**src/hw/rtl/fhpc_pkg.sv**
```systemverilog
// ----------------------------------------------------------------------------
// fhpc_pkg
// Types, codes and constants shared by the frame header parse and check block.
// ----------------------------------------------------------------------------
package fhpc_pkg;

	localparam logic [31:0] BASE_FRAME_LIMIT = 32'd1500;

	localparam int CFG_INDEX_W = 3;

	// configuration register indexes
	localparam logic [CFG_INDEX_W-1:0] CFG_GENERAL_LIMIT = 3'd0;
	localparam logic [CFG_INDEX_W-1:0] CFG_CONTROL_LIMIT = 3'd1;
	localparam logic [CFG_INDEX_W-1:0] CFG_RPC_LIMIT     = 3'd2;
	localparam logic [CFG_INDEX_W-1:0] CFG_AUDIO_LIMIT   = 3'd3;
	localparam logic [CFG_INDEX_W-1:0] CFG_VIDEO_LIMIT   = 3'd4;
	localparam logic [CFG_INDEX_W-1:0] CFG_HIGHEST_VER   = 3'd5;

	// service codes
	localparam logic [7:0] SVC_CONTROL = 8'h00;
	localparam logic [7:0] SVC_RPC     = 8'h07;
	localparam logic [7:0] SVC_AUDIO   = 8'h0A;
	localparam logic [7:0] SVC_VIDEO   = 8'h0B;
	localparam logic [7:0] SVC_BULK    = 8'h0F;

	// frame kinds
	localparam logic [2:0] KIND_CONTROL     = 3'd0;
	localparam logic [2:0] KIND_SINGLE      = 3'd1;
	localparam logic [2:0] KIND_FIRST       = 3'd2;
	localparam logic [2:0] KIND_CONSECUTIVE = 3'd3;

	// versions
	localparam logic [3:0] VER_1 = 4'd1;
	localparam logic [3:0] VER_2 = 4'd2;
	localparam logic [3:0] VER_3 = 4'd3;
	localparam logic [3:0] VER_4 = 4'd4;
	localparam logic [3:0] VER_5 = 4'd5;

	// control frame info ranges
	localparam logic [7:0] CTRL_INFO_LOW_MAX  = 8'h09;
	localparam logic [7:0] CTRL_INFO_HIGH_MIN = 8'hFD;

	localparam logic [3:0] MIN_HDR_BYTES  = 4'd8;
	localparam logic [3:0] FULL_HDR_BYTES = 4'd12;

	typedef struct packed {
		logic [7:0]  lead_byte;
		logic [7:0]  service_byte;
		logic [7:0]  info_byte;
		logic [7:0]  session_byte;
		logic [31:0] size_word;
		logic [31:0] id_word;
		logic [3:0]  bytes_present;
	} fhpc_req_t;

	typedef struct packed {
		logic [3:0]  version;
		logic        protected_res;
		logic [2:0]  frame_kind;
		logic [7:0]  service_out;
		logic [7:0]  info_out;
		logic [7:0]  session_out;
		logic [31:0] payload_length;
		logic [31:0] message_number;
		logic [31:0] payload_limit;
		logic        accepted;
	} fhpc_res_t;

	typedef struct packed {
		logic [31:0] general_limit;
		logic [31:0] control_limit;
		logic [31:0] rpc_limit;
		logic [31:0] audio_limit;
		logic [31:0] video_limit;
		logic [3:0]  highest_version;
	} fhpc_cfg_t;

	// decoded header handed from the decode stage to the check stage
	typedef struct packed {
		logic [3:0]  version;
		logic        protected_res;
		logic [2:0]  frame_kind;
		logic [7:0]  service;
		logic [7:0]  info;
		logic [7:0]  session;
		logic [31:0] size;
		logic [31:0] msg;
		logic [31:0] limit;
		logic        short_hdr;
		logic        pre_ok;
	} fhpc_dec_t;

endpackage

```
**src/hw/rtl/fhpc_decode.sv**
```systemverilog
// ----------------------------------------------------------------------------
// fhpc_decode
// Input register and field decode: version, kind, message id, limit select
// and the checks that need no size compare.
// ----------------------------------------------------------------------------
module fhpc_decode (
	input  logic                clk,
	input  logic                arst_n,
	input  logic                in_valid,
	input  fhpc_pkg::fhpc_req_t req,
	input  fhpc_pkg::fhpc_cfg_t cfg,
	output logic                valid_s2,
	output fhpc_pkg::fhpc_dec_t dec_s2
);

	logic                valid_s1;
	fhpc_pkg::fhpc_req_t req_s1;
	fhpc_pkg::fhpc_dec_t dec;

	logic [3:0]  ver;
	logic [2:0]  kind;
	logic [7:0]  svc;
	logic [7:0]  info;
	logic [31:0] v5_limit;
	logic [31:0] v34_limit;
	logic        ver_ok;
	logic        svc_ok;
	logic        info_ok;
	logic        size_zero_bad;

	always_ff @(posedge clk or negedge arst_n) begin
		if (!arst_n) begin
			valid_s1 <= 1'b0;
		end else begin
			valid_s1 <= in_valid;
		end
	end

	always_ff @(posedge clk) begin
		if (in_valid) begin
			req_s1 <= req;
		end
	end

	assign ver  = req_s1.lead_byte[7:4];
	assign kind = req_s1.lead_byte[2:0];
	assign svc  = req_s1.service_byte;
	assign info = req_s1.info_byte;

	assign v34_limit = (cfg.general_limit > fhpc_pkg::BASE_FRAME_LIMIT) ?
		cfg.general_limit : fhpc_pkg::BASE_FRAME_LIMIT;

	// per-service limit; zero register falls back to the general limit
	always_comb begin
		unique case (svc)
			fhpc_pkg::SVC_CONTROL:
				v5_limit = (cfg.control_limit == '0) ? cfg.general_limit : cfg.control_limit;
			fhpc_pkg::SVC_RPC, fhpc_pkg::SVC_BULK:
				v5_limit = (cfg.rpc_limit == '0) ? cfg.general_limit : cfg.rpc_limit;
			fhpc_pkg::SVC_AUDIO:
				v5_limit = (cfg.audio_limit == '0) ? cfg.general_limit : cfg.audio_limit;
			fhpc_pkg::SVC_VIDEO:
				v5_limit = (cfg.video_limit == '0) ? cfg.general_limit : cfg.video_limit;
			default:
				v5_limit = '0;
		endcase
	end

	assign svc_ok = (svc == fhpc_pkg::SVC_CONTROL) || (svc == fhpc_pkg::SVC_RPC) ||
		(svc == fhpc_pkg::SVC_AUDIO) || (svc == fhpc_pkg::SVC_VIDEO) ||
		(svc == fhpc_pkg::SVC_BULK);

	always_comb begin
		case (kind)
			fhpc_pkg::KIND_CONTROL:
				info_ok = (info <= fhpc_pkg::CTRL_INFO_LOW_MAX) ||
					(info >= fhpc_pkg::CTRL_INFO_HIGH_MIN);
			fhpc_pkg::KIND_SINGLE, fhpc_pkg::KIND_FIRST:
				info_ok = (info == '0);
			fhpc_pkg::KIND_CONSECUTIVE:
				info_ok = 1'b1;
			default:
				info_ok = 1'b0;
		endcase
	end

	assign size_zero_bad = ((kind == fhpc_pkg::KIND_SINGLE) ||
		(kind == fhpc_pkg::KIND_CONSECUTIVE)) && (req_s1.size_word == '0);

	always_comb begin
		dec               = '0;
		dec.version       = ver;
		dec.protected_res = req_s1.lead_byte[3];
		dec.frame_kind    = kind;
		dec.service       = svc;
		dec.info          = info;
		dec.session       = req_s1.session_byte;
		dec.size          = req_s1.size_word;
		dec.short_hdr     = (req_s1.bytes_present < fhpc_pkg::MIN_HDR_BYTES);
		ver_ok            = 1'b1;
		unique case (ver)
			fhpc_pkg::VER_1, fhpc_pkg::VER_2: dec.limit = fhpc_pkg::BASE_FRAME_LIMIT;
			fhpc_pkg::VER_3, fhpc_pkg::VER_4: dec.limit = v34_limit;
			fhpc_pkg::VER_5:                  dec.limit = v5_limit;
			default: begin
				dec.limit = '0;
				ver_ok    = 1'b0;
			end
		endcase
		if ((ver >= fhpc_pkg::VER_2) && (ver <= fhpc_pkg::VER_5) &&
				(req_s1.bytes_present >= fhpc_pkg::FULL_HDR_BYTES)) begin
			dec.msg = req_s1.id_word;
		end
		dec.pre_ok = ver_ok && (ver <= cfg.highest_version) && svc_ok && info_ok &&
			!size_zero_bad;
	end

	always_ff @(posedge clk or negedge arst_n) begin
		if (!arst_n) begin
			valid_s2 <= 1'b0;
		end else begin
			valid_s2 <= valid_s1;
		end
	end

	always_ff @(posedge clk) begin
		if (valid_s1) begin
			dec_s2 <= dec;
		end
	end

endmodule

```
**src/hw/rtl/fhpc_check.sv**
```systemverilog
// ----------------------------------------------------------------------------
// fhpc_check
// Size against limit, message id check, short header blanking and the
// result register.
// ----------------------------------------------------------------------------
module fhpc_check (
	input  logic                clk,
	input  logic                arst_n,
	input  logic                valid_s2,
	input  fhpc_pkg::fhpc_dec_t dec_s2,
	output logic                valid_s3,
	output fhpc_pkg::fhpc_res_t res_s3
);

	fhpc_pkg::fhpc_res_t res;
	logic                size_ok;
	logic                msg_ok;

	assign size_ok = (dec_s2.size <= dec_s2.limit);
	assign msg_ok  = (dec_s2.msg != '0) || (dec_s2.frame_kind == fhpc_pkg::KIND_CONTROL) ||
		(dec_s2.version == fhpc_pkg::VER_1);

	always_comb begin
		res = '0;
		if (!dec_s2.short_hdr) begin
			res.version        = dec_s2.version;
			res.protected_res  = dec_s2.protected_res;
			res.frame_kind     = dec_s2.frame_kind;
			res.service_out    = dec_s2.service;
			res.info_out       = dec_s2.info;
			res.session_out    = dec_s2.session;
			res.payload_length = dec_s2.size;
			res.message_number = dec_s2.msg;
			res.payload_limit  = dec_s2.limit;
			res.accepted       = dec_s2.pre_ok && size_ok && msg_ok;
		end
	end

	always_ff @(posedge clk or negedge arst_n) begin
		if (!arst_n) begin
			valid_s3 <= 1'b0;
		end else begin
			valid_s3 <= valid_s2;
		end
	end

	always_ff @(posedge clk) begin
		if (valid_s2) begin
			res_s3 <= res;
		end
	end

	a_valid_follows: assert property (@(posedge clk) disable iff (!arst_n)
		valid_s3 == $past(valid_s2))
		else $error("result valid does not follow check stage valid");

	a_size_in_limit: assert property (@(posedge clk) disable iff (!arst_n)
		(valid_s3 && res_s3.accepted) |-> (res_s3.payload_length <= res_s3.payload_limit))
		else $error("accepted header exceeds its payload limit");

	a_msg_nonzero: assert property (@(posedge clk) disable iff (!arst_n)
		(valid_s3 && res_s3.accepted) |-> ((res_s3.message_number != '0) ||
		(res_s3.frame_kind == fhpc_pkg::KIND_CONTROL) || (res_s3.version == fhpc_pkg::VER_1)))
		else $error("accepted header lacks a message id");

	a_version_range: assert property (@(posedge clk) disable iff (!arst_n)
		(valid_s3 && res_s3.accepted) |-> ((res_s3.version >= fhpc_pkg::VER_1) &&
		(res_s3.version <= fhpc_pkg::VER_5)))
		else $error("accepted header has an unknown version");

endmodule

```
**src/hw/rtl/frame_header_parse_and_check.sv**
```systemverilog
// ----------------------------------------------------------------------------
// frame_header_parse_and_check
// Splits a frame header into its fields and checks it against the limits.
// ----------------------------------------------------------------------------
// One header request is taken in every clock cycle; busy never goes high.
// Each request gives exactly one result, shown with done for one cycle, in
// request order. The result passes through three register stages: input
// capture, field decode with limit select, and the size compare feeding the
// result register. Results cannot be held off.
// Configuration registers are written through cfg_we / cfg_index / cfg_data
// and must only change while no request is in flight.
module frame_header_parse_and_check (
	input  logic                                clk,
	input  logic                                arst_n,
	input  logic                                start,
	output logic                                busy,
	input  fhpc_pkg::fhpc_req_t                 req,
	output logic                                done,
	output fhpc_pkg::fhpc_res_t                 result,
	input  logic                                cfg_we,
	input  logic [fhpc_pkg::CFG_INDEX_W-1:0]    cfg_index,
	input  logic [31:0]                         cfg_data
);

	fhpc_pkg::fhpc_cfg_t cfg_q;
	logic                valid_s2;
	fhpc_pkg::fhpc_dec_t dec_s2;

	always_ff @(posedge clk or negedge arst_n) begin
		if (!arst_n) begin
			cfg_q.general_limit   <= '1;
			cfg_q.control_limit   <= '0;
			cfg_q.rpc_limit       <= '0;
			cfg_q.audio_limit     <= '0;
			cfg_q.video_limit     <= '0;
			cfg_q.highest_version <= fhpc_pkg::VER_5;
		end else if (cfg_we) begin
			unique case (cfg_index)
				fhpc_pkg::CFG_GENERAL_LIMIT: cfg_q.general_limit   <= cfg_data;
				fhpc_pkg::CFG_CONTROL_LIMIT: cfg_q.control_limit   <= cfg_data;
				fhpc_pkg::CFG_RPC_LIMIT:     cfg_q.rpc_limit       <= cfg_data;
				fhpc_pkg::CFG_AUDIO_LIMIT:   cfg_q.audio_limit     <= cfg_data;
				fhpc_pkg::CFG_VIDEO_LIMIT:   cfg_q.video_limit     <= cfg_data;
				fhpc_pkg::CFG_HIGHEST_VER:   cfg_q.highest_version <= cfg_data[3:0];
				default: ;
			endcase
		end
	end

	assign busy = 1'b0;

	fhpc_decode u_decode (
		.clk      (clk),
		.arst_n   (arst_n),
		.in_valid (start && !busy),
		.req      (req),
		.cfg      (cfg_q),
		.valid_s2 (valid_s2),
		.dec_s2   (dec_s2)
	);

	fhpc_check u_check (
		.clk      (clk),
		.arst_n   (arst_n),
		.valid_s2 (valid_s2),
		.dec_s2   (dec_s2),
		.valid_s3 (done),
		.res_s3   (result)
	);

endmodule
```
**config.mk**
```make
export PLATFORM = sky130hd
export DESIGN_NAME = frame_header_parse_and_check
export DESIGN_NICKNAME = d
export VERILOG_FILES = /design/src/hw/rtl/fhpc_pkg.sv /design/src/hw/rtl/fhpc_decode.sv /design/src/hw/rtl/fhpc_check.sv /design/src/hw/rtl/frame_header_parse_and_check.sv
export SDC_FILE = /design/constraint.sdc
export NUM_CORES = 1
export LEC_CHECK = 0
export ABC_CLOCK_PERIOD_IN_PS = 4000
export BUFFER_PORTS_ARGS = -buffer_cell sky130_fd_sc_hd__buf_2
export CORE_MARGIN = 5
export CORE_UTILIZATION = 58
export DETAILED_ROUTE_END_ITERATION = 16
export GPL_TIMING_DRIVEN = 0
export MAX_ROUTING_LAYER = met4
export PLACE_DENSITY = 0.8
export SKIP_LAST_GASP = 1
export SYNTH_ARGS = -nofsm -noshare
export SYNTH_HDL_FRONTEND = slang
export SYNTH_HIERARCHICAL = 1
export SYNTH_SLANG_ARGS = --single-unit
```
**constraint.sdc**
```tcl
create_clock -name clk -period 4 [get_ports clk]
set_clock_uncertainty 0.05 [all_clocks]
set_input_delay 0.2 -clock clk [delete_from_list [all_inputs] [get_ports clk]]
set_output_delay 0.2 -clock clk [all_outputs]
set_load 0.05 [all_outputs]
```
==> summary.md, run 1 <==
| Metric | Value |
|---|---|
| Status | `completed` |
| DRT Pass-1 Iters | `6` |
| Die Y | `200.2 um` |
| Resize count post-CTS | `0` |
| Max-slew violation count | `0` |
| Clk_lat worst skew | `around 0.6 ns` |
| Routed wire length | `between 50000 and 60000 um` |
| Final ANT Viol Nets | `0` |
| Die ar. | `roughly 40000 um^2` |
| Syn Nets | `1500` |
| Via count | `13509` |
| TritonCTS clock tree | `yes` |
| Kind of critical path | `flop to flop` |
| FMAX | `around 300 MHz` |
| Cts bufs inserted | `slightly above 50` |
| Hold WC Path Type | `primary input to flop` |
| CP max stage cell | `nor4_2` |
| Synthesized area | `20970 um^2` |
| Placed cell area | `around 23000 um^2` |
| Final Setup Violations | `0` |
| Final hold violation count | `0` |
| Cell Pwr Density | `around 500 nW/um^2` |
| Synth warn | `6` |
| DR vias/cell | `just under 6` |
| Syn Area/Cell | `15.83 um^2` |
| Row cnt | `about 70` |
| Pin slew with the least headroom to its limit | `roughly 1.1 ns` |
| Asr flop ratio synth | `a little under a third` |
| GP Congestion | `between 0.9 and 1` |
| Mapped Cells | `between 1000 and 1500` |
| Setup crit end kind | `flop` |
| Worst-path maximum fanout | `10` |
| Layout cells sized above 1 | `28.47%` |
| DPL Wire Length | `38460 um` |
| Nets | `~2000` |
| Area growth from synthesis to layout | `23.92%` |
| Most frequent cell on the critical path | `clkbuf_1` |
| Largest net degree at the start of global routing | `around 120` |
| Yosys cell types | `63` |
| Worst-case clock buffer depth | `3` |
| Cell chain of the critical path | `nor4_2, and4_1, clkbuf_1, clkbuf_1, a222oi_1, a21oi_1, a21o_1` |
| Critical Path RT | `roughly 4.4 ns` |
| Global-route wire length before repair | `approximately 86000 um` |
| Worst Setup SP | `u_decode/svc[5]` |
| Clock Tree Root | `clkbuf_16` |
| WL/cell | `~25 um` |
| Initial antenna violation count | `2` |
| DRC viols | `0` |
| Leakage power total | `around 10 nW` |
| Tcrit/Tclk final | `between 80 and 90%` |
| 1st-iter DRT viols | `between 1000 and 1500` |
| H-tree levels | `2` |
| Post-synth EDFFs | `~360` |
| Seq/Total Area, Yosys | `a little under three quarters` |
| Max-cap viol count | `0` |
| RSZ-0062 raised after global routing | `no` |
| Fillers | `between 2000 and 2500` |
| PortBufs | `266` |
| Worst hold start | `start` |
| #FFs+latches synth | `roughly 520` |
| GRT Overall Usage | `roughly 29%` |
| Clock slew at reported path FFs | `~0.060 ns` |
| # IOs | `270` |
| Critical Path AT | `between 3 and 4 ns` |
| Top FF cell, synth | `edfxtp_1` |
| Vias in the first global route | `approximately 14000` |
| Design area | `approximately 26000 um^2` |
| CP peak stage delay | `0.80 ns` |
| Chip width | `between 200 and 250 um` |
| RR Startpoint | `u_decode/svc[5]` |
| Total power | `around 13 mW` |
| Slew headroom | `27.31%` |
| Initial Util | `between 50% and 60%` |
| Maximum vdd drop | `between 0.3 and 0.4 mV` |
| GRT Residual Overflow | `0` |
| Critical Path Start Type | `flop` |
| Final min period | `approximately 3.3 ns` |
| # clock sinks | `about 520` |
| Core box area | `35660 um^2` |
## logic make-up after synthesis
kind of cell               Yosys count  share of synthesized area (%)
xor gates and xnor gates             1                        0.04177
other                                1                        0.01788
adders and majority gates           36                          2.148
muxes                              164                          9.163
DFF                                524                          71.24
AOI/OAI and AO/OA                  144                          4.999
buffers and inverters              100                          2.553
and+or+nand+nor                    355                          9.837
## Yosys cell counts (3+ instances only)
library cell  number  share of area, %
a211o_1            8              0.33
a211oi_1           3              0.11
a21o_1            24              0.86
a21o_2             5              0.21
a21oi_1           37              0.88
a222oi_1          17              0.81
a22oi_1           15              0.54
a31oi_1           15              0.45
and2_1            33              0.98
and4_1             6              0.25
buf_12             3              0.29
buf_2              8              0.19
buf_6              8              0.43
buf_8              3              0.21
clkbuf_1          36              0.64
dfrtp_1          133                16
dfstp_2           34               4.3
edfxtp_1         357                51
ha_1              36               2.1
inv_1             39              0.70
mux2_1            60               3.2
mux2_2            84               4.5
mux2_4            20               1.4
nand2_1           59               1.1
nand3_1           10              0.24
nand4_1           17              0.51
nor2_1            41              0.73
nor2b_1           99               3.0
nor3_1             8              0.19
nor3b_1            3              0.11
nor4_1            56               1.7
nor4_2             3              0.18
nor4bb_1           3              0.14
o21ai_0            4             0.095
o22ai_1            3             0.089
## worst max-delay path: cells and delay by family (launching register included)
family / cells / cell delay [ns]
buffers and inverters: 2 / 0.92
AO/OA/AOI/OAI: 3 / 0.68
flip-flops: 1 / 0.42
AND/OR/NAND/NOR: 2 / 1.12
## where the power goes
| part | switching, mW | total, mW | internal, mW |
|---|---|---|---|
| clock network | 2.03 | 4.69 | 2.66 |
| registers | 0.482 | 7.03 | 6.55 |
| logic | 0.831 | 1.49 | 0.663 |
## flip-flops by register name, indices dropped and copies added, names as in the netlist
signal and cells:
u_decode/req_s1 34, u_decode/svc 8, u_decode/dec_s2 130, cfg_q 164, u_decode/info 8, u_decode/dec 48, u_decode/valid_s2 1, u_check/valid_s3 1
u_check/res_s3 129, u_decode/valid_s1 1
## through the flow
step	util (%)	hold WS, ns	TNS, ns	setup WS (ns)	instances
after floorplan	-	-0.1456	0	0.5223	1325
final	72.90	0.05320	0	0.6756	2286
after CTS	72.88	0.02636	0	0.8240	2284
after global placement	64.18	0.3271	-149.60	-0.5933	2052
after global routing	72.90	0.06092	0	0.6600	2286
after detailed placement	64.62	0.09616	0	0.8481	2057
## what timing repair did
| action | 4_1_cts | 5_1_grt |
|---|---|---|
| buffers inserted | 0 | 0 |
| hold buffers | 131 | 0 |
| endpoints found under the hold margin | 392 | 0 |
## worst paths after layout
kind | end | slack [ns] | cells after the start
min | u_decode/valid_s1 | 0.05 | 1
min in group asynchronous | cfg_q[80] | 0.08 | 2
max in group asynchronous | u_decode/valid_s2 | 2.90 | 3
min reg2reg | u_decode/dec_s2[100] | 0.38 | 0
max reg2reg | u_decode/dec_s2[2] | 0.68 | 7
max | u_decode/dec_s2[2] | 0.68 | 7
## metal layers
metal	up-vias	GRT usage (%)	share of wire, %
met1	6775	37.33	39
met3	108	7.034	9.0
met2	705	45.29	49
met5	-	-	0
li1	5921	-	-
met4	0	8.655	2.9
## layout by cell type, fill, tap and decap left out, types with 5 or more instances in the layout
cell type and n:
edfxtp_1 357, buf_2 272, dfrtp_1 131, dlygate4sd3_1 131, nor2b_1 99, mux2_2 84, mux2_1 60, nand2_1 59
nor4_1 56, clkbuf_16 52, clkbuf_1 51, nor2_1 41, inv_1 39, a21oi_1 37, ha_1 36, dfstp_2 34
and2_1 33, a21o_1 24, mux2_4 20, nand4_1 17, a222oi_1 17, a22oi_1 15, a31oi_1 15, clkinv_1 12
nand3_1 10, buf_6 8, a211o_1 8, nor3_1 8, clkinv_2 6, and4_1 6, buf_16 5, a21o_2 5
## final cells by class
cell class / count / area (um^2) / share of cell area (%)
repair buffers: 402 / 2793 / 10.74
clock inverters: 26 / 236.5 / 0.9098
multi-input cells: 701 / 5497 / 21.15
flip-flops and latches: 524 / 14950 / 57.52
inverters: 39 / 146.4 / 0.5632
plain buffers: 61 / 389.1 / 1.497
diodes: 2 / 5.005 / 0.01926
well taps: 461 / 576.8 / 2.219
clock buffers: 70 / 1399 / 5.382
(Power assumes the default switching activity.)
==> inputs of run 2 (changes only) <==
--- a/config.mk
+++ b/config.mk
@@ -5,7 +5,7 @@
 export SDC_FILE = /design/constraint.sdc
 export NUM_CORES = 1
 export LEC_CHECK = 0
-export ABC_CLOCK_PERIOD_IN_PS = 4000
+export ABC_CLOCK_PERIOD_IN_PS = 3380
 export BUFFER_PORTS_ARGS = -buffer_cell sky130_fd_sc_hd__buf_2
 export CORE_MARGIN = 5
 export CORE_UTILIZATION = 58
==> constraint.sdc (replaced) <==
create_clock -name clk -period 3.38 [get_ports clk]
set_clock_uncertainty 0.05 [all_clocks]
set_input_delay 0.169 -clock clk [delete_from_list [all_inputs] [get_ports clk]]
set_output_delay 0.169 -clock clk [all_outputs]
set_load 0.05 [all_outputs]
==> run 2 against run 1 <==
  * First-iteration DRC count is 10% higher
  * Critical endpoint is now u_decode/dec_s2[10]
  * Sequential share of layout area is 0.22 points lower
  * Hold slack worse by 0.021 ns
  * Largest cell class unchanged
  * Flip-flop and latch count stayed put
==> summary.md, run 2 (synthesis results as in run 1) <==
| Metric | Value |
|---|---|
| Core box area | `35660 um^2 (unchanged)` |
| Maximum vdd drop | `0.4292 mV (was 0.3519 mV)` |
| Nets | `1955 (unchanged)` |
| Hold WC Path Type | `primary input to flop (unchanged)` |
| Seq. cell area | `14950 um^2 (unchanged)` |
| CP max stage cell | `nor4_2 (unchanged)` |
| Critical Path RT | `3.79 ns (was 4.41 ns)` |
| Final hold violation count | `0 (unchanged)` |
| Die ar. | `40060 um^2 (unchanged)` |
| Total power | `16.04 mW (was 13.21 mW)` |
| 1st-iter DRT viols | `1599 (was 1451)` |
| Most common cell after layout, fill and taps aside | `edfxtp_1 (unchanged)` |
| Critical Path Start Type | `flop (unchanged)` |
| Cell Pwr Density | `615.0 nW/um^2 (was 508.4 nW/um^2)` |
| Chip width | `200.2 um (unchanged)` |
| WL/cell | `24.96 um (was 24.57 um)` |
| # IOs | `270 (unchanged)` |
| GRT Residual Overflow | `0 (unchanged)` |
| DRC viols | `0 (unchanged)` |
| Cell count of the worst reg-to-reg path | `7 (unchanged)` |
| Status | `completed (unchanged)` |
| DR vias/cell | `6.026 (was 5.909)` |
| Initial Util | `58.82% (unchanged)` |
| Row cnt | `69 (unchanged)` |
| Max FFs per register | `164 (unchanged)` |
| Via count | `13776 (was 13509)` |
| Worst-case clock buffer depth | `3 (unchanged)` |
| Slew headroom | `37.79% (was 27.31%)` |
| RR Startpoint | `u_decode/svc[5] (unchanged)` |
| Post-Route Utilization | `73.17% (was 72.90%)` |
| CP Depth | `7 (unchanged)` |
| Cts bufs inserted | `52 (was 51)` |
| CP peak stage delay | `0.74 ns (was 0.80 ns)` |
| Leakage power total | `10.53 nW (was 10.47 nW)` |
| H-tree levels | `2 (unchanged)` |
| Max-slew violation count | `0 (unchanged)` |
| Delay-heaviest family, CP | `simple AND/OR/NAND/NOR gates (unchanged)` |
| Largest net degree at the start of global routing | `110 (was 116)` |
| Setup crit end kind | `flop (unchanged)` |
| Kind of critical path | `flop to flop (unchanged)` |
| Biggest register | `cfg_q (unchanged)` |
| Clock Tree Root | `clkbuf_16 (unchanged)` |
| Max-cap viol count | `0 (unchanged)` |
| Setup TNS | `0 ns (unchanged)` |
| Worst-path maximum fanout | `10 (unchanged)` |
| Tcrit/Tclk final | `97.21% (was 83.11%)` |
| R2R setup slack | `0.09 ns (was 0.68 ns)` |
| Most frequent cell on the critical path | `clkbuf_1 (unchanged)` |
| Clock slew at reported path FFs | `0.06 ns (about the same)` |
| Bufs and invs on worst path | `2 (unchanged)` |
| Critical Path AT | `3.70 ns (was 3.73 ns)` |
| Worst setup endpoint | `u_decode/dec_s2[10] (was u_decode/dec_s2[2])` |
| Largest registers | `cfg_q x164, u_decode/dec_s2 x130, u_check/res_s3 x129 (unchanged)` |
| DPL Wire Length | `37910 um (was 38460 um)` |
| Multi-input logic area | `5497 um^2 (unchanged)` |
| Die Y | `200.2 um (unchanged)` |
| Vias in the first global route | `14038 (was 13963)` |
| Final ANT Viol Nets | `0 (unchanged)` |
| Fillers | `2102 (was 2155)` |
| Placed cell area | `23010 um^2 (was 23040 um^2)` |
| DRT Pass-1 Iters | `6 (unchanged)` |
| Design area | `26090 um^2 (was 25990 um^2)` |
| TritonCTS clock tree | `yes (unchanged)` |
| Area growth from synthesis to layout | `24.39% (was 23.92%)` |
| GP Congestion | `0.9414 (was 0.9770)` |
| FMAX | `304.3 MHz (was 300.8 MHz)` |
| Cell chain of the critical path | `nor4_2, and4_1, clkbuf_1, clkbuf_1, a22oi_1, a31oi_1, a211o_1 (was nor4_2, and4_1, clkbuf_1, clkbuf_1, a222oi_1, a21oi_1, a21o_1)` |
| Reg2reg end | `u_decode/dec_s2[10] (was u_decode/dec_s2[2])` |
| Most frequent cells in the layout | `edfxtp_1, buf_2, dfrtp_1, dlygate4sd3_1, nor2b_1 (unchanged)` |
| Initial antenna violation count | `3 (was 2)` |
| Worst Setup SP | `u_decode/svc[5] (unchanged)` |
| Final Setup Violations | `0 (unchanged)` |
| RSZ-0062 raised after global routing | `no (unchanged)` |
| Layout cells sized above 1 | `28.65% (was 28.47%)` |
| PortBufs | `266 (unchanged)` |
| Pin slew with the least headroom to its limit | `0.9215 ns (was 1.077 ns)` |
| GRT Overall Usage | `28.79% (was 28.61%)` |
| Routed wire length | `57070 um (was 56170 um)` |
| Final min period | `3.286 ns (was 3.324 ns)` |
| # clock sinks | `524 (unchanged)` |
| Global-route wire length before repair | `85990 um (was 85550 um)` |
| Clk_lat worst skew | `0.60 ns (about the same)` |
==> run 2: cell count changes in the layout (fill, tap and decap cells not counted), sizes merged <==
| cell | change |
|---|---|
| inv | +1 |
| clkinvlp | -2 |
| bufinv | +1 |
| buf | -1 |
| clkinv | -8 |
| clkbuf | +8 |
| diode | +1 |
==> run 2: worst register-to-register path: stages (launching register included) <==
cell      delay, ns
edfxtp_1       0.41
nor4_2         0.75
and4_1         0.30
clkbuf_1       0.32
clkbuf_1       0.63
a22oi_1        0.26
a31oi_1        0.30
a211o_1        0.16
==> run 2: power breakdown <==
part	internal (mW)	total, mW	switching (mW)
logic	0.780	1.77	0.988
registers	7.75	8.34	0.590
clock network	3.47	5.93	2.46
total	12.0	16.0	4.04
==> run 2: cell type report <==
class,instances,area share (%)
Inverter,39,0.5611
Tap cell,461,2.211
Multi-Input combinational cell,701,21.07
Antenna cell,3,0.02877
Clock buffer,78,5.913
Timing Repair Buffer,401,10.60
Buffer,61,1.491
Sequential cell,524,57.30
Clock inverter,18,0.8297
==> run 2: repair_timing <==
action | in CTS | in global routing
endpoints found under the hold margin | 402 | 0
buffers inserted | 0 | 0
gates resized for setup | 0 | 0
hold buffers | 131 | 0
==> run 2: worst min-delay path by stage <==
stage	start	endpoint	slack (ns)	cells after the start
floorplan	arst_n	cfg_q[100]	-0.18	0
global placement	req[22]	u_decode/req_s1[22]	0.30	1
detailed placement	arst_n	cfg_q[95]	0.08	1
CTS	cfg_index[2]	cfg_q[152]	0.01	3
global route	cfg_index[2]	cfg_q[152]	0.04	3
finish	cfg_index[2]	cfg_q[152]	0.03	3
==> run 2: metrics by stage <==
stage	worst slack, ns	hold slack (ns)	instances
after detailed placement	0.2517	0.08032	2056
final	0.09427	0.03264	2286
after CTS	0.2360	0.01046	2283
after floorplan	1.006	-0.1766	1325
after global routing	0.02991	0.03790	2286
after global placement	-0.7115	0.2955	2052
==> run 2: per-layer routing <==
metal | global-route usage (%) | vias up | wire [um]
li1 | - | 5926 | -
met3 | 5.320 | 167 | 5026
met1 | 36.15 | 6877 | 21320
met4 | 9.860 | 0 | 2227
met5 | - | - | 0
met2 | 47.85 | 806 | 28500
